File: config.mk
export PLATFORM = sky130hd
export DESIGN_NAME = memory_pressure_level_monitor
export DESIGN_NICKNAME = d
export VERILOG_FILES = /design/src/design/mpl_pkg.sv /design/src/design/memory_pressure_level_monitor.sv /design/src/design/mpl_cfg_regs.sv /design/src/design/mpl_eval.sv
export SDC_FILE = /design/constraint.sdc
export NUM_CORES = 2
export LEC_CHECK = 0
export BUFFER_PORTS_ARGS = -buffer_cell sky130_fd_sc_hd__buf_2
export CAP_MARGIN = 20
export CELL_PAD_IN_SITES_DETAIL_PLACEMENT = 1
export CELL_PAD_IN_SITES_GLOBAL_PLACEMENT = 2
export CORE_ASPECT_RATIO = 0.5
export CORE_MARGIN = 3
export CORE_UTILIZATION = 38
export DETAILED_ROUTE_END_ITERATION = 6
export PLACE_DENSITY_LB_ADDON = 0.1
export SLEW_MARGIN = 25
export SYNTH_ARGS = -nofsm -noshare
export SYNTH_HDL_FRONTEND = slang
export SYNTH_SLANG_ARGS = --single-unit
File: constraint.sdc
create_clock -name i_clk -period 10.81 [get_ports i_clk]
set_input_delay 2.162 -clock i_clk [delete_from_list [all_inputs] [get_ports i_clk]]
set_output_delay 2.162 -clock i_clk [all_outputs]
set_load 0.01 [all_outputs]
File: src/design/mpl_pkg.sv
package mpl_pkg;

    // default number of watermarks (levels run 0 .. NUM_WATERMARKS)
    localparam int NUM_WATERMARKS_DEF = 4;
    // watermarks that have a register; any beyond these read as all ones
    localparam int NUM_WM_REGS = 4;

    localparam int DATA_W    = 32;
    localparam int LEVEL_W   = 3;
    localparam int MODE_W    = 3;
    localparam int CFG_IDX_W = 3;

    // configuration register indexes
    localparam logic [CFG_IDX_W-1:0] CFG_WM_OOM       = 3'd0;
    localparam logic [CFG_IDX_W-1:0] CFG_WM_IMMINENT  = 3'd1;
    localparam logic [CFG_IDX_W-1:0] CFG_WM_CRITICAL  = 3'd2;
    localparam logic [CFG_IDX_W-1:0] CFG_WM_WARNING   = 3'd3;
    localparam logic [CFG_IDX_W-1:0] CFG_DEBOUNCE     = 3'd4;
    localparam logic [CFG_IDX_W-1:0] CFG_HYSTERESIS   = 3'd5;
    localparam logic [CFG_IDX_W-1:0] CFG_MAX_EVICT    = 3'd6;
    localparam logic [CFG_IDX_W-1:0] CFG_MODE         = 3'd7;

    // mode flag bits
    localparam int MODE_EVICT_TARGET = 0;
    localparam int MODE_OOM_ON_FAIL  = 1;
    localparam int MODE_CONTINUOUS   = 2;

    // reset values, watermark 0 in the lowest slot
    localparam logic [NUM_WM_REGS-1:0][DATA_W-1:0] WM_RESET =
        {32'd76800, 32'd38400, 32'd12800, 32'd12800};
    localparam logic [DATA_W-1:0]  DEBOUNCE_RESET   = 32'd256;
    localparam logic [DATA_W-1:0]  HYSTERESIS_RESET = 32'd10;
    localparam logic [LEVEL_W-1:0] MAX_EVICT_RESET  = 3'd2;
    localparam logic [MODE_W-1:0]  MODE_RESET       = 3'd0;

    // scalar configuration
    typedef struct packed {
        logic [DATA_W-1:0]  debounce_pages;
        logic [DATA_W-1:0]  hysteresis_ticks;
        logic [LEVEL_W-1:0] max_evict_level;
        logic [MODE_W-1:0]  mode_flags;
    } t_cfg;

    // one result word
    typedef struct packed {
        logic               oom_response;
        logic               continuous_active;
        logic [DATA_W-1:0]  min_free_target;
        logic               evict_request;
        logic [LEVEL_W-1:0] cleared_level;
        logic               signal_due;
        logic [LEVEL_W-1:0] level;
    } t_result;

    localparam int IN_TDATA_W  = 72;
    localparam int OUT_TDATA_W = 48;
    localparam int RESULT_W    = $bits(t_result);

endpackage

File: src/design/memory_pressure_level_monitor.sv
// Memory pressure level monitor. Each input word is one sample: free pages in
// s_tdata[31:0], a wrapping tick timestamp in s_tdata[63:32] and the allocation
// failure flag in s_tdata[64]. For every sample one result word comes out with the
// new level (0 out of memory .. NUM_WATERMARKS normal), whether it is signalled,
// the level it replaces, an eviction request with its minimum free target, the
// continuous eviction state and the out-of-memory response flag. A sample can be
// taken every cycle while results are taken; it waits in the input register, then
// one pass of compare logic writes its result word into the output register, and
// the level state moves with each sample so the next one sees it at once. Input
// stalls only while the output register holds a word that is not taken. The user
// must write the configuration registers through the cfg port only while the block
// has no sample in flight; the block itself does not enforce this.
module memory_pressure_level_monitor #(
    parameter int NUM_WATERMARKS = mpl_pkg::NUM_WATERMARKS_DEF
) (
    input  logic                                i_clk,
    input  logic                                i_rst_n,
    // configuration write port
    input  logic                                i_cfg_wr_en,
    input  logic [mpl_pkg::CFG_IDX_W-1:0]       i_cfg_addr,
    input  logic [mpl_pkg::DATA_W-1:0]          i_cfg_wr_data,
    // sample stream
    input  logic                                i_s_tvalid,
    output logic                                o_s_tready,
    // free page count, now_ticks, alloc_failed, zero pad
    input  logic [mpl_pkg::IN_TDATA_W-1:0]      i_s_tdata,
    // result stream
    output logic                                o_m_tvalid,
    input  logic                                i_m_tready,
    // level, signal_due, cleared_level, evict_request, min_free_target,
    // continuous_active, oom_response, zero pad
    output logic [mpl_pkg::OUT_TDATA_W-1:0]     o_m_tdata
);

    localparam int LW = $clog2(NUM_WATERMARKS + 1);
    localparam int DW = mpl_pkg::DATA_W;

    logic [NUM_WATERMARKS-1:0][DW-1:0] wm;
    mpl_pkg::t_cfg                     cfg;

    logic                 r_in_valid;
    logic [DW-1:0]        r_free;
    logic [DW-1:0]        r_now;
    logic                 r_alloc;

    logic [LW-1:0]        r_cur_level;
    logic [LW-1:0]        r_sig_level;
    logic [DW-1:0]        r_last_time;
    logic                 r_cont_on;

    logic [LW-1:0]        n_cur_level;
    logic [LW-1:0]        n_sig_level;
    logic                 n_cont_on;
    mpl_pkg::t_result     n_result;

    logic                 r_out_valid;
    mpl_pkg::t_result     r_result;

    logic                 advance;

    mpl_cfg_regs #(
        .NUM_WATERMARKS (NUM_WATERMARKS)
    ) u_cfg (
        .i_clk         (i_clk),
        .i_rst_n       (i_rst_n),
        .i_cfg_wr_en   (i_cfg_wr_en),
        .i_cfg_addr    (i_cfg_addr),
        .i_cfg_wr_data (i_cfg_wr_data),
        .o_wm          (wm),
        .o_cfg         (cfg)
    );

    mpl_eval #(
        .NUM_WATERMARKS (NUM_WATERMARKS),
        .LW             (LW)
    ) u_eval (
        .i_wm           (wm),
        .i_cfg          (cfg),
        .i_free_cnt     (r_free),
        .i_now_ticks    (r_now),
        .i_alloc_failed (r_alloc),
        .i_cur_level    (r_cur_level),
        .i_sig_level    (r_sig_level),
        .i_last_time    (r_last_time),
        .i_cont_on      (r_cont_on),
        .o_level        (n_cur_level),
        .o_sig_level    (n_sig_level),
        .o_cont_on      (n_cont_on),
        .o_result       (n_result)
    );

    // a word moves to the output when that register is free or being drained
    assign advance    = r_in_valid && (!r_out_valid || i_m_tready);
    assign o_s_tready = !r_in_valid || advance;

    // input register
    always_ff @(posedge i_clk) begin
        if (!i_rst_n) begin
            r_in_valid <= 1'b0;
        end else if (o_s_tready) begin
            r_in_valid <= i_s_tvalid;
        end
    end

    always_ff @(posedge i_clk) begin
        if (i_s_tvalid && o_s_tready) begin
            r_free  <= i_s_tdata[DW-1:0];
            r_now   <= i_s_tdata[2*DW-1:DW];
            r_alloc <= i_s_tdata[2*DW];
        end
    end

    // level state, updated as each word is evaluated
    always_ff @(posedge i_clk) begin
        if (!i_rst_n) begin
            r_cur_level <= LW'(NUM_WATERMARKS);
            r_sig_level <= LW'(NUM_WATERMARKS);
            r_last_time <= '0;
            r_cont_on   <= 1'b0;
        end else if (advance) begin
            r_cur_level <= n_cur_level;
            r_sig_level <= n_sig_level;
            r_last_time <= r_now;
            r_cont_on   <= n_cont_on;
        end
    end

    // output register
    always_ff @(posedge i_clk) begin
        if (!i_rst_n) begin
            r_out_valid <= 1'b0;
        end else if (advance) begin
            r_out_valid <= 1'b1;
        end else if (i_m_tready) begin
            r_out_valid <= 1'b0;
        end
    end

    always_ff @(posedge i_clk) begin
        if (advance) begin
            r_result <= n_result;
        end
    end

    assign o_m_tvalid = r_out_valid;
    assign o_m_tdata  = {{(mpl_pkg::OUT_TDATA_W - mpl_pkg::RESULT_W){1'b0}}, r_result};

endmodule

File: src/design/mpl_cfg_regs.sv
module mpl_cfg_regs #(
    parameter int NUM_WATERMARKS = mpl_pkg::NUM_WATERMARKS_DEF
) (
    input  logic                                           i_clk,
    input  logic                                           i_rst_n,
    input  logic                                           i_cfg_wr_en,
    input  logic [mpl_pkg::CFG_IDX_W-1:0]                  i_cfg_addr,
    input  logic [mpl_pkg::DATA_W-1:0]                     i_cfg_wr_data,
    output logic [NUM_WATERMARKS-1:0][mpl_pkg::DATA_W-1:0] o_wm,
    output mpl_pkg::t_cfg                                  o_cfg
);

    localparam int RN = (NUM_WATERMARKS < mpl_pkg::NUM_WM_REGS) ?
                        NUM_WATERMARKS : mpl_pkg::NUM_WM_REGS;

    logic [RN-1:0][mpl_pkg::DATA_W-1:0] r_wm;
    mpl_pkg::t_cfg                      r_cfg;

    // watermark registers
    always_ff @(posedge i_clk) begin
        if (!i_rst_n) begin
            for (int i = 0; i < RN; i++) begin
                r_wm[i] <= mpl_pkg::WM_RESET[i];
            end
        end else if (i_cfg_wr_en) begin
            for (int i = 0; i < RN; i++) begin
                if (i_cfg_addr == mpl_pkg::CFG_IDX_W'(i)) begin
                    r_wm[i] <= i_cfg_wr_data;
                end
            end
        end
    end

    // scalar registers
    always_ff @(posedge i_clk) begin
        if (!i_rst_n) begin
            r_cfg.debounce_pages   <= mpl_pkg::DEBOUNCE_RESET;
            r_cfg.hysteresis_ticks <= mpl_pkg::HYSTERESIS_RESET;
            r_cfg.max_evict_level  <= mpl_pkg::MAX_EVICT_RESET;
            r_cfg.mode_flags       <= mpl_pkg::MODE_RESET;
        end else if (i_cfg_wr_en) begin
            case (i_cfg_addr)
                mpl_pkg::CFG_DEBOUNCE:   r_cfg.debounce_pages   <= i_cfg_wr_data;
                mpl_pkg::CFG_HYSTERESIS: r_cfg.hysteresis_ticks <= i_cfg_wr_data;
                mpl_pkg::CFG_MAX_EVICT:  r_cfg.max_evict_level  <=
                                             i_cfg_wr_data[mpl_pkg::LEVEL_W-1:0];
                mpl_pkg::CFG_MODE:       r_cfg.mode_flags       <=
                                             i_cfg_wr_data[mpl_pkg::MODE_W-1:0];
                default: ;
            endcase
        end
    end

    // watermarks without a register sit at all ones
    genvar g;
    generate
        for (g = 0; g < NUM_WATERMARKS; g++) begin : g_wm
            if (g < RN) begin : g_reg
                assign o_wm[g] = r_wm[g];
            end else begin : g_const
                assign o_wm[g] = '1;
            end
        end
    endgenerate

    assign o_cfg = r_cfg;

endmodule

File: src/design/mpl_eval.sv
module mpl_eval #(
    parameter int NUM_WATERMARKS = mpl_pkg::NUM_WATERMARKS_DEF,
    parameter int LW             = $clog2(NUM_WATERMARKS + 1)
) (
    input  logic [NUM_WATERMARKS-1:0][mpl_pkg::DATA_W-1:0] i_wm,
    input  mpl_pkg::t_cfg                                  i_cfg,
    input  logic [mpl_pkg::DATA_W-1:0]                     i_free_cnt,
    input  logic [mpl_pkg::DATA_W-1:0]                     i_now_ticks,
    input  logic                                           i_alloc_failed,
    input  logic [LW-1:0]                                  i_cur_level,
    input  logic [LW-1:0]                                  i_sig_level,
    input  logic [mpl_pkg::DATA_W-1:0]                     i_last_time,
    input  logic                                           i_cont_on,
    output logic [LW-1:0]                                  o_level,
    output logic [LW-1:0]                                  o_sig_level,
    output logic                                           o_cont_on,
    output mpl_pkg::t_result                               o_result
);

    localparam int DW = mpl_pkg::DATA_W;
    localparam int WI = $clog2(NUM_WATERMARKS);
    localparam int CW = (LW > mpl_pkg::LEVEL_W) ? LW : mpl_pkg::LEVEL_W;
    localparam logic [LW-1:0] TOP_LEVEL = LW'(NUM_WATERMARKS);

    logic [WI-1:0]         up_idx;
    logic [WI-1:0]         lo_idx;
    logic [DW-1:0]         w_lo;
    logic [DW-1:0]         lower;
    logic [DW:0]           upper;
    logic                  in_range;
    logic [NUM_WATERMARKS-1:0] above;
    logic [LW-1:0]         ranked;
    logic [LW-1:0]         lvl;
    logic [DW-1:0]         elapsed;
    logic                  dropped;
    logic                  due;
    logic [CW-1:0]         lvl_c;
    logic [CW-1:0]         mel_c;
    logic                  evict;
    logic [WI-1:0]         tgt_idx;
    logic [DW:0]           target;
    logic [DW:0]           shortfall;
    logic [DW-1:0]         min_target;
    logic                  mode_cont;

    // bounds of the current level, widened by the debounce margin
    always_comb begin
        lo_idx   = WI'(i_cur_level - LW'(1));
        up_idx   = (i_cur_level < TOP_LEVEL) ? i_cur_level[WI-1:0] : '0;
        w_lo     = i_wm[lo_idx];
        lower    = (i_cur_level == '0) ? '0 :
                   (w_lo > i_cfg.debounce_pages) ? (w_lo - i_cfg.debounce_pages) : '0;
        upper    = {1'b0, i_wm[up_idx]} + {1'b0, i_cfg.debounce_pages};
        in_range = (i_free_cnt >= lower) &&
                   ((i_cur_level == TOP_LEVEL) || ({1'b0, i_free_cnt} <= upper));
    end

    // re-rank: count of leading watermarks exceeded
    always_comb begin
        for (int i = 0; i < NUM_WATERMARKS; i++) begin
            above[i] = i_free_cnt > i_wm[i];
        end
        ranked = TOP_LEVEL;
        for (int i = NUM_WATERMARKS - 1; i >= 0; i--) begin
            if (!above[i]) begin
                ranked = LW'(i);
            end
        end
    end

    // new level and signal decision
    always_comb begin
        mode_cont = i_cfg.mode_flags[mpl_pkg::MODE_CONTINUOUS];
        lvl = in_range ? i_cur_level : ranked;
        if (i_cfg.mode_flags[mpl_pkg::MODE_OOM_ON_FAIL] && i_alloc_failed) begin
            lvl = '0;
        end
        elapsed = i_now_ticks - i_last_time;
        dropped = lvl < i_sig_level;
        due     = dropped || (elapsed >= i_cfg.hysteresis_ticks);
        lvl_c   = CW'(lvl);
        mel_c   = CW'(i_cfg.max_evict_level);
        evict   = due && dropped && (lvl_c <= mel_c) && (lvl != '0);
    end

    // minimum free target for an eviction request
    always_comb begin
        tgt_idx = (32'(i_cfg.max_evict_level) >= 32'(NUM_WATERMARKS)) ?
                  WI'(NUM_WATERMARKS - 1) : WI'(i_cfg.max_evict_level);
        target    = {1'b0, i_wm[tgt_idx]} + {1'b0, i_cfg.debounce_pages};
        shortfall = target - {1'b0, i_free_cnt};
        min_target = '0;
        if (evict && i_cfg.mode_flags[mpl_pkg::MODE_EVICT_TARGET] &&
            ({1'b0, i_free_cnt} < target)) begin
            min_target = shortfall[DW:1];
        end
    end

    // next state
    always_comb begin
        o_cont_on = i_cont_on;
        if (due) begin
            if (evict) begin
                if (mode_cont) begin
                    o_cont_on = 1'b1;
                end
            end else if (mode_cont && (lvl_c > mel_c)) begin
                o_cont_on = 1'b0;
            end
        end
        o_level     = lvl;
        o_sig_level = due ? lvl : i_sig_level;
    end

    // result word
    always_comb begin
        o_result.level             = mpl_pkg::LEVEL_W'(lvl);
        o_result.signal_due        = due;
        o_result.cleared_level     = mpl_pkg::LEVEL_W'(i_sig_level);
        o_result.evict_request     = evict;
        o_result.min_free_target   = min_target;
        o_result.continuous_active = o_cont_on;
        o_result.oom_response      = due && (lvl == '0);
    end

endmodule
---- Word-level counts from Yosys, hierarchy flattened ----
Index checks and enable logic that the tools add are counted.
word-level totals
  output and inout port bits .............. 50
  flip-flop bits (word level) ............. 346
  word-level logic and storage cells ...... 108
operators by class
  mux-type cells .......................... 22
  eq/ne operators ......................... 8
  reduce and logical (&&, ||, !) cells .... 31
  magnitude comparators ................... 17
  $add $sub $neg .......................... 6
operators with widths
  operator              count
  $bmux W32 S2          3
  $gt A32 B32 Y1        5
  $mux W32              5
  $add A32 B32 Y33      2
  $ge A32 B32 Y1        2
  $sub A32 B32 Y32      2
  $le A32 B33 Y1        1
  $lt A32 B33 Y1        1
  $sub A33 B32 Y33      1
  $mux W3               6
  $reduce_and A2 Y1     9
  $eq A3 B3 Y1 const B  5
  $logic_and A1 B1 Y1   11
  $logic_not A3 Y1      3
  $lt A2 B3 Y1 const B  3
  $eq A3 B2 Y1 const B  2
  $mux W1               6
  $logic_or A1 B1 Y1    4
  $mux W2               2
  $eq A3 B1 Y1 const B  1
  $ge A3 B3 Y1 const B  1
  $gt A3 B3 Y1          1
  $le A3 B3 Y1          1
  $lt A3 B3 Y1          1
  other kinds (5)       6

---- Logic depth before layout (Yosys ltp) ----
  depth in word-level cells ............... 17
  depth in mapped cells ................... 37

---- By module ----
From an unflattened synthesis, not the netlist that was laid out.
unflattened totals
  cell total of the unflattened synthesis .. 3419
  area total of the unflattened synthesis .. 28989.1 µm²
by module, submodules not included
  module                         seq. area each (µm²)  area each (µm²)  instances  cells an instance
  mpl_eval                       0.0                   16712.3          1          2425
  mpl_cfg_regs                   3963.8                7344.5           1          700
  memory_pressure_level_monitor  4033.9                4932.2           1          294

---- Worst setup path after synthesis ----
Ideal clock, no wire load.
  path kind ............................... reg2reg
  start point ............................. reg r_cur_level[0]
  end point ............................... reg r_result (netlist bit o_m_tdata[23]) (data pin)
  slack ................................... 3.172 ns
  period minus slack after synthesis ...... 7.638 ns
  required time ........................... 10.652 ns
  arrival ................................. 7.479 ns
  stages on the path, launching flop included .. 35
  setup time .............................. 0.158 ns
  cells stage by stage .................... dfxtp_1 > clkbuf_1 > inv_1 > ha_1 > buf_1 > mux4_2 > ha_1 > a21o_1 > a21oi_1 > o21ai_0 > a21oi_1 > o311ai_0 > nand3_1 > nand2_1 > o21a_1 > clkbuf_1 > clkbuf_1 > nand2_1 > ha_1 > a21oi_1 > o21ai_0 > a221o_1 > a221o_1 > a31oi_1 > a22o_2 > o2111ai_1 > a21oi_1 > ha_1 > a21o_1 > a21oi_1 > a31oi_1 > nor4b_4 > nand4b_2 > buf_4 > a211oi_2
between the ends
  cells in the longest elaborated chain, start to end .. 17
ends and longest elaborated chain
  what                                                                   line                                  RTL
  from (decl)                                                            memory_pressure_level_monitor.sv:46   logic [LW-1:0] r_cur_level;
  from (signal assigned)                                                 memory_pressure_level_monitor.sv:116  r_cur_level <= LW'(NUM_WATERMARKS);
  from (signal assigned)                                                 memory_pressure_level_monitor.sv:121  r_cur_level <= n_cur_level;
  $sub A2 B1 Y2 / $lt A3 B3 Y1 (equally long branches)                   mpl_eval.sv:48, mpl_eval.sv:49
  $bmux W32 S2 / $mux W2 (equally long branches)                         mpl_eval.sv:50, mpl_eval.sv:49
  $mux W32 (implied by the code) / $bmux W32 S2 (equally long branches)  mpl_eval.sv:50, mpl_eval.sv:53
  $sub A32 B32 Y32, or another cell as far along                         mpl_eval.sv:52                        (w_lo > i_cfg.debounce_pages) ? (w_lo - i_cfg.debounce_pages) : '0;
  $mux W32 / $add A32 B32 Y33 (equally long branches)                    mpl_eval.sv:52, mpl_eval.sv:53
  $mux W32 / $le A32 B33 Y1 (equally long branches)                      mpl_eval.sv:51, mpl_eval.sv:55
  $ge A32 B32 Y1 / $logic_or A1 B1 Y1 (equally long branches)            mpl_eval.sv:54, mpl_eval.sv:55
  $logic_and A1 B1 Y1 (*)                                                mpl_eval.sv:54                        in_range = (i_free_cnt >= lower) &&
  $mux W3 (*)                                                            mpl_eval.sv:74                        lvl = in_range ? i_cur_level : ranked;
  $mux W3 (*)                                                            mpl_eval.sv:75                        if (i_cfg.mode_flags[mpl_pkg::MODE_OOM_ON_FAIL] && i_alloc_failed) begin
  via n_cur_level[1]                                                     memory_pressure_level_monitor.sv:51   logic [LW-1:0] n_cur_level;
  $lt A3 B3 Y1                                                           mpl_eval.sv:79                        dropped = lvl < i_sig_level;
  $logic_or A1 B1 Y1                                                     mpl_eval.sv:80                        due = dropped || (elapsed >= i_cfg.hysteresis_ticks);
  $logic_and A1 B1 Y1 (2 in a row)                                       mpl_eval.sv:83                        evict = due && dropped && (lvl_c <= mel_c) && (lvl != '0);
  $logic_and A1 B1 Y1 (*)                                                mpl_eval.sv:83
  $logic_and A1 B1 Y1 (*) (2 in a row)                                   mpl_eval.sv:93                        if (evict && i_cfg.mode_flags[mpl_pkg::MODE_EVICT_TARGET] &&
  to (signal assigned)                                                   memory_pressure_level_monitor.sv:141  r_result <= n_result;
  to (decl)                                                              memory_pressure_level_monitor.sv:57   mpl_pkg::t_result r_result;
Mark *: on every way through the listed nets, which the timed path passes. The rest lies on a longest branch. The select of a mux whose other input is x is not followed.
A chain may end at the register's enable or synchronous reset.

---- Worst setup path in the final report ----
  start point ............................. reg r_cur_level[0]
  end point ............................... reg r_result (netlist bit o_m_tdata[39]) (data pin)
Same word-level chain as after synthesis.

==> impl_summary.txt <==
----------------------------------------------------
[Outcome]
  Result of the run ... finished, final reports clean

[Route]
  Remaining antenna violation count after routing ... 0
  Post-DR vias/cell ... 5.792
  Via count ... 26702
  Remaining routing DRC violations ... 0
  Avg WL per Cell ... 23.87 um
  1st-iter DRT viols ... 2132
  Length of the first detailed-routing pass in iterations ... 5
  Detailed Route WL ... 110000 um

[Power]
  VDD IR max ... 0.0001139 V
  Leakage power of the design ... 12.59 nW
  Power Density ... 128.0 nW/um2

[Finish]
  Count of placed standard cells in the final layout, fillers left out ... 4610
  Most used cells in the layout excluding fill and tap cells ... 687 x sky130_fd_sc_hd__nand2_1, 389 x sky130_fd_sc_hd__a21oi_1, 389 x sky130_fd_sc_hd__ha_1, 310 x sky130_fd_sc_hd__inv_1, 237 x sky130_fd_sc_hd__dfxtp_1
  Synthesis-to-finish area growth ... 11.03%
  Commonest non-fill, non-tap cell in the layout ... sky130_fd_sc_hd__nand2_1
  Count of inserted antenna diode cells ... 0
  Ratio of cells with drive above 1 in the final layout ... 0.09036
  Fin nets ... 4129

[Global route]
  Antenna violations before repair ... 10
  Grt total ovfl ... 0
  GRT Total Usage ... 0.2787
  Vias in the first global route ... 25977
  First-pass GRT wire length ... 162600 um
  Largest net degree at the start of global routing ... 130

[Place]
  Placed cells ... 4540
  Final GP Congestion ... 0.9408
  Sum of net half-perimeters after detailed placement ... 85920 um
  Count of buffers inserted at the top-level ports ... 148

[Floorplan]
  Die Span Y ... 198.0 um
  Standard-cell row count ... 69
  Ports ... 162
  Initial standard-cell utilization of the core ... 0.3893
  Die X ... 390.1 um
  CORE AREA ... 72000 um2
  Die footprint ... 77250 um2

[Synth]
  YS warnings ... 0
  Number of unique standard cell types used by synthesis ... 87
  FF+latch count, synth ... 346
  Async set-reset flop share out of synthesis ... 0
  Combined area of all synthesized cells ... 28030 um2
  Register area share after synthesis ... 0.2854
  Synthesized netlist cell count ... 3532
  Average cell area after synthesis ... 7.935 um2
  Count of flip-flops with a built-in enable after synthesis ... 107
  Commonest register cell after synthesis ... sky130_fd_sc_hd__dfxtp_1

[Flow run]
  Max Cap Viol ... 0

[Critical path]
  CP Data Required Time ... 11.19 ns
  Critical Path Sink Type ... flip-flop
  Arrival @ worst endpoint ... 9.97 ns
  Maximum fanout along the worst path ... 58
  Critical-path cell with the highest stage delay ... sky130_fd_sc_hd__o311ai_0
  Worst path max stage delay ... 0.80 ns
  Register-to-Register Setup Slack ... 1.22 ns
  Sort of element at the start of the critical path ... flip-flop
  Crit Path Category ... flip-flop to flip-flop

[Clock network]
  Clock edge transition at the registers on the reported setup and hold paths ... 0.07 ns
  Number of buffers on the longest clock path ... 3
  TritonCTS clock tree ... done
  Number of buffers added by the clock tree synthesis step ... 38
  Total of cells resized after clock tree synthesis ... 0
  Clock insertion delay at the later pin of the skew report ... 0.60 ns
  Root buffer cell ... sky130_fd_sc_hd__clkbuf_16
  H-tree Lvls ... 2
  Number of buffers inserted for hold repair after clock tree synthesis ... 0
  Number of sinks driven by the clock tree ... 346
  Post-CTS setup buffer count ... 0

[Timing]
  Hold Violations, Final ... 0
  Final critical-path share of the clock period ... 0.8872
  Peak clock frequency supported by timing ... 104.3 MHz
  Post-Route Skew ... 0.03135 ns
  Remaining max-slew budget at the tightest pin ... 0.2652
  Setup Total Neg Slack ... 0 ns
  RSZ-0062 raised after global routing ... false
  Slew @ Worst Pin ... 1.097 ns
  Setup Viol. Count Final ... 0
  Max Slew Vio Count ... 0
  Time the worst path needs with I/O delays and setup ... 9.590 ns

[Worst hold path]
  Class of the tightest hold or removal check ... flip-flop to flip-flop

----------------------------------------------------
==> per-stage QoR <==
| stage | worst slack, ns | power (W) | area (um2) | utilization | hold WS (ns) |
|---|---|---|---|---|---|
| after floorplan | 3.172 | 0.002228 | 28050 | - | 0.4082 |
| after global placement | 1.463 | 0.002574 | 29790 | 0.4137 | 0.4301 |
| after detailed placement | 1.358 | 0.002604 | 29810 | 0.4140 | 0.4326 |
| after CTS | 1.282 | 0.004007 | 31090 | 0.4318 | 0.4555 |
| after global routing | 0.5959 | 0.004201 | 31120 | 0.4322 | 0.4682 |
| final | 1.220 | 0.003984 | 31120 | 0.4322 | 0.4534 |
==> worst max-delay path: cells and delay by family (launching register included) <==
kind	cells	cell delay (ns)
AO/OA/AOI/OAI	11	3.28
AND/OR/NAND/NOR	8	2.05
buffers and inverters	5	1.79
adder cells (fa/ha/maj)	3	0.89
multiplexers	1	0.73
flip-flops	1	0.55
==> registers in the layout, indices dropped and copies added, names as in the netlist, 3 cells and up <==
| name | flops |
|---|---|
| r_sig_level | 3 |
| o_m_tdata | 42 |
| u_cfg.o_cfg | 70 |
| r_now | 32 |
| r_free | 32 |
| r_cur_level | 3 |
| r_last_time | 32 |
| u_cfg.o_wm | 128 |
==> logic make-up after synthesis <==
kind of cell	synth area share
XOR/XNOR	0.03906
adder cells (fa/ha/maj)	0.1772
other	0.0001338
buffers and inverters	0.06165
AO/OA/AOI/OAI	0.2200
multiplexers	0.03205
flip-flops	0.2854
AND/OR/NAND/NOR	0.1846
==> synth_stat cells (22+ instances only) <==
| master | count | area share |
|---|---|---|
| sky130_fd_sc_hd__a211oi_1 | 91 | 0.024 |
| sky130_fd_sc_hd__a21o_1 | 97 | 0.026 |
| sky130_fd_sc_hd__a21oi_1 | 389 | 0.069 |
| sky130_fd_sc_hd__a31oi_1 | 80 | 0.018 |
| sky130_fd_sc_hd__and3_1 | 22 | 0.0049 |
| sky130_fd_sc_hd__clkbuf_1 | 118 | 0.016 |
| sky130_fd_sc_hd__dfxtp_1 | 239 | 0.17 |
| sky130_fd_sc_hd__edfxtp_1 | 107 | 0.11 |
| sky130_fd_sc_hd__ha_1 | 389 | 0.17 |
| sky130_fd_sc_hd__inv_1 | 311 | 0.042 |
| sky130_fd_sc_hd__mux4_2 | 32 | 0.026 |
| sky130_fd_sc_hd__nand2_1 | 692 | 0.093 |
| sky130_fd_sc_hd__nand2b_1 | 23 | 0.0051 |
| sky130_fd_sc_hd__nand3_1 | 42 | 0.0075 |
| sky130_fd_sc_hd__nand4_1 | 48 | 0.011 |
| sky130_fd_sc_hd__nor2_1 | 218 | 0.029 |
| sky130_fd_sc_hd__nor2b_1 | 31 | 0.0069 |
| sky130_fd_sc_hd__nor3_1 | 42 | 0.0075 |
| sky130_fd_sc_hd__o211ai_1 | 32 | 0.0086 |
| sky130_fd_sc_hd__o21a_1 | 30 | 0.0080 |
| sky130_fd_sc_hd__o21ai_0 | 112 | 0.020 |
| sky130_fd_sc_hd__o21bai_1 | 31 | 0.0083 |
| sky130_fd_sc_hd__xnor2_1 | 88 | 0.028 |
| sky130_fd_sc_hd__xor2_1 | 37 | 0.012 |
==> cell type report <==
type	instances	area (um2)
clock inverters	14	130.1
flip-flops and latches	346	8003
inverters	312	1180
well taps	958	1199
multi-input cells	2740	18390
repair buffers	185	1069
fillers	8794	40880
clock buffers	55	1151
==> layer usage <==
metal  part of all wire  global-route usage
met5            0.00012                   0
met4              0.010             0.03551
met3              0.085             0.05293
met2               0.39              0.3937
met1               0.52              0.4411
==> final timing paths <==
check | cells after the start | to | from
setup / recovery | 28 | o_m_tdata[39] | r_cur_level[0]
hold reg to reg | 2 | r_last_time[4] | r_last_time[4]
hold / removal | 2 | r_last_time[4] | r_last_time[4]
setup reg to reg | 28 | o_m_tdata[39] | r_cur_level[0]
==> power breakdown <==
part | internal (W) | switching [W]
sequential | 0.00139 | 0.0000670
combinational | 0.000444 | 0.000690
clock | 0.000774 | 0.000617
Note: power is estimated with default switching activity, not from simulation.
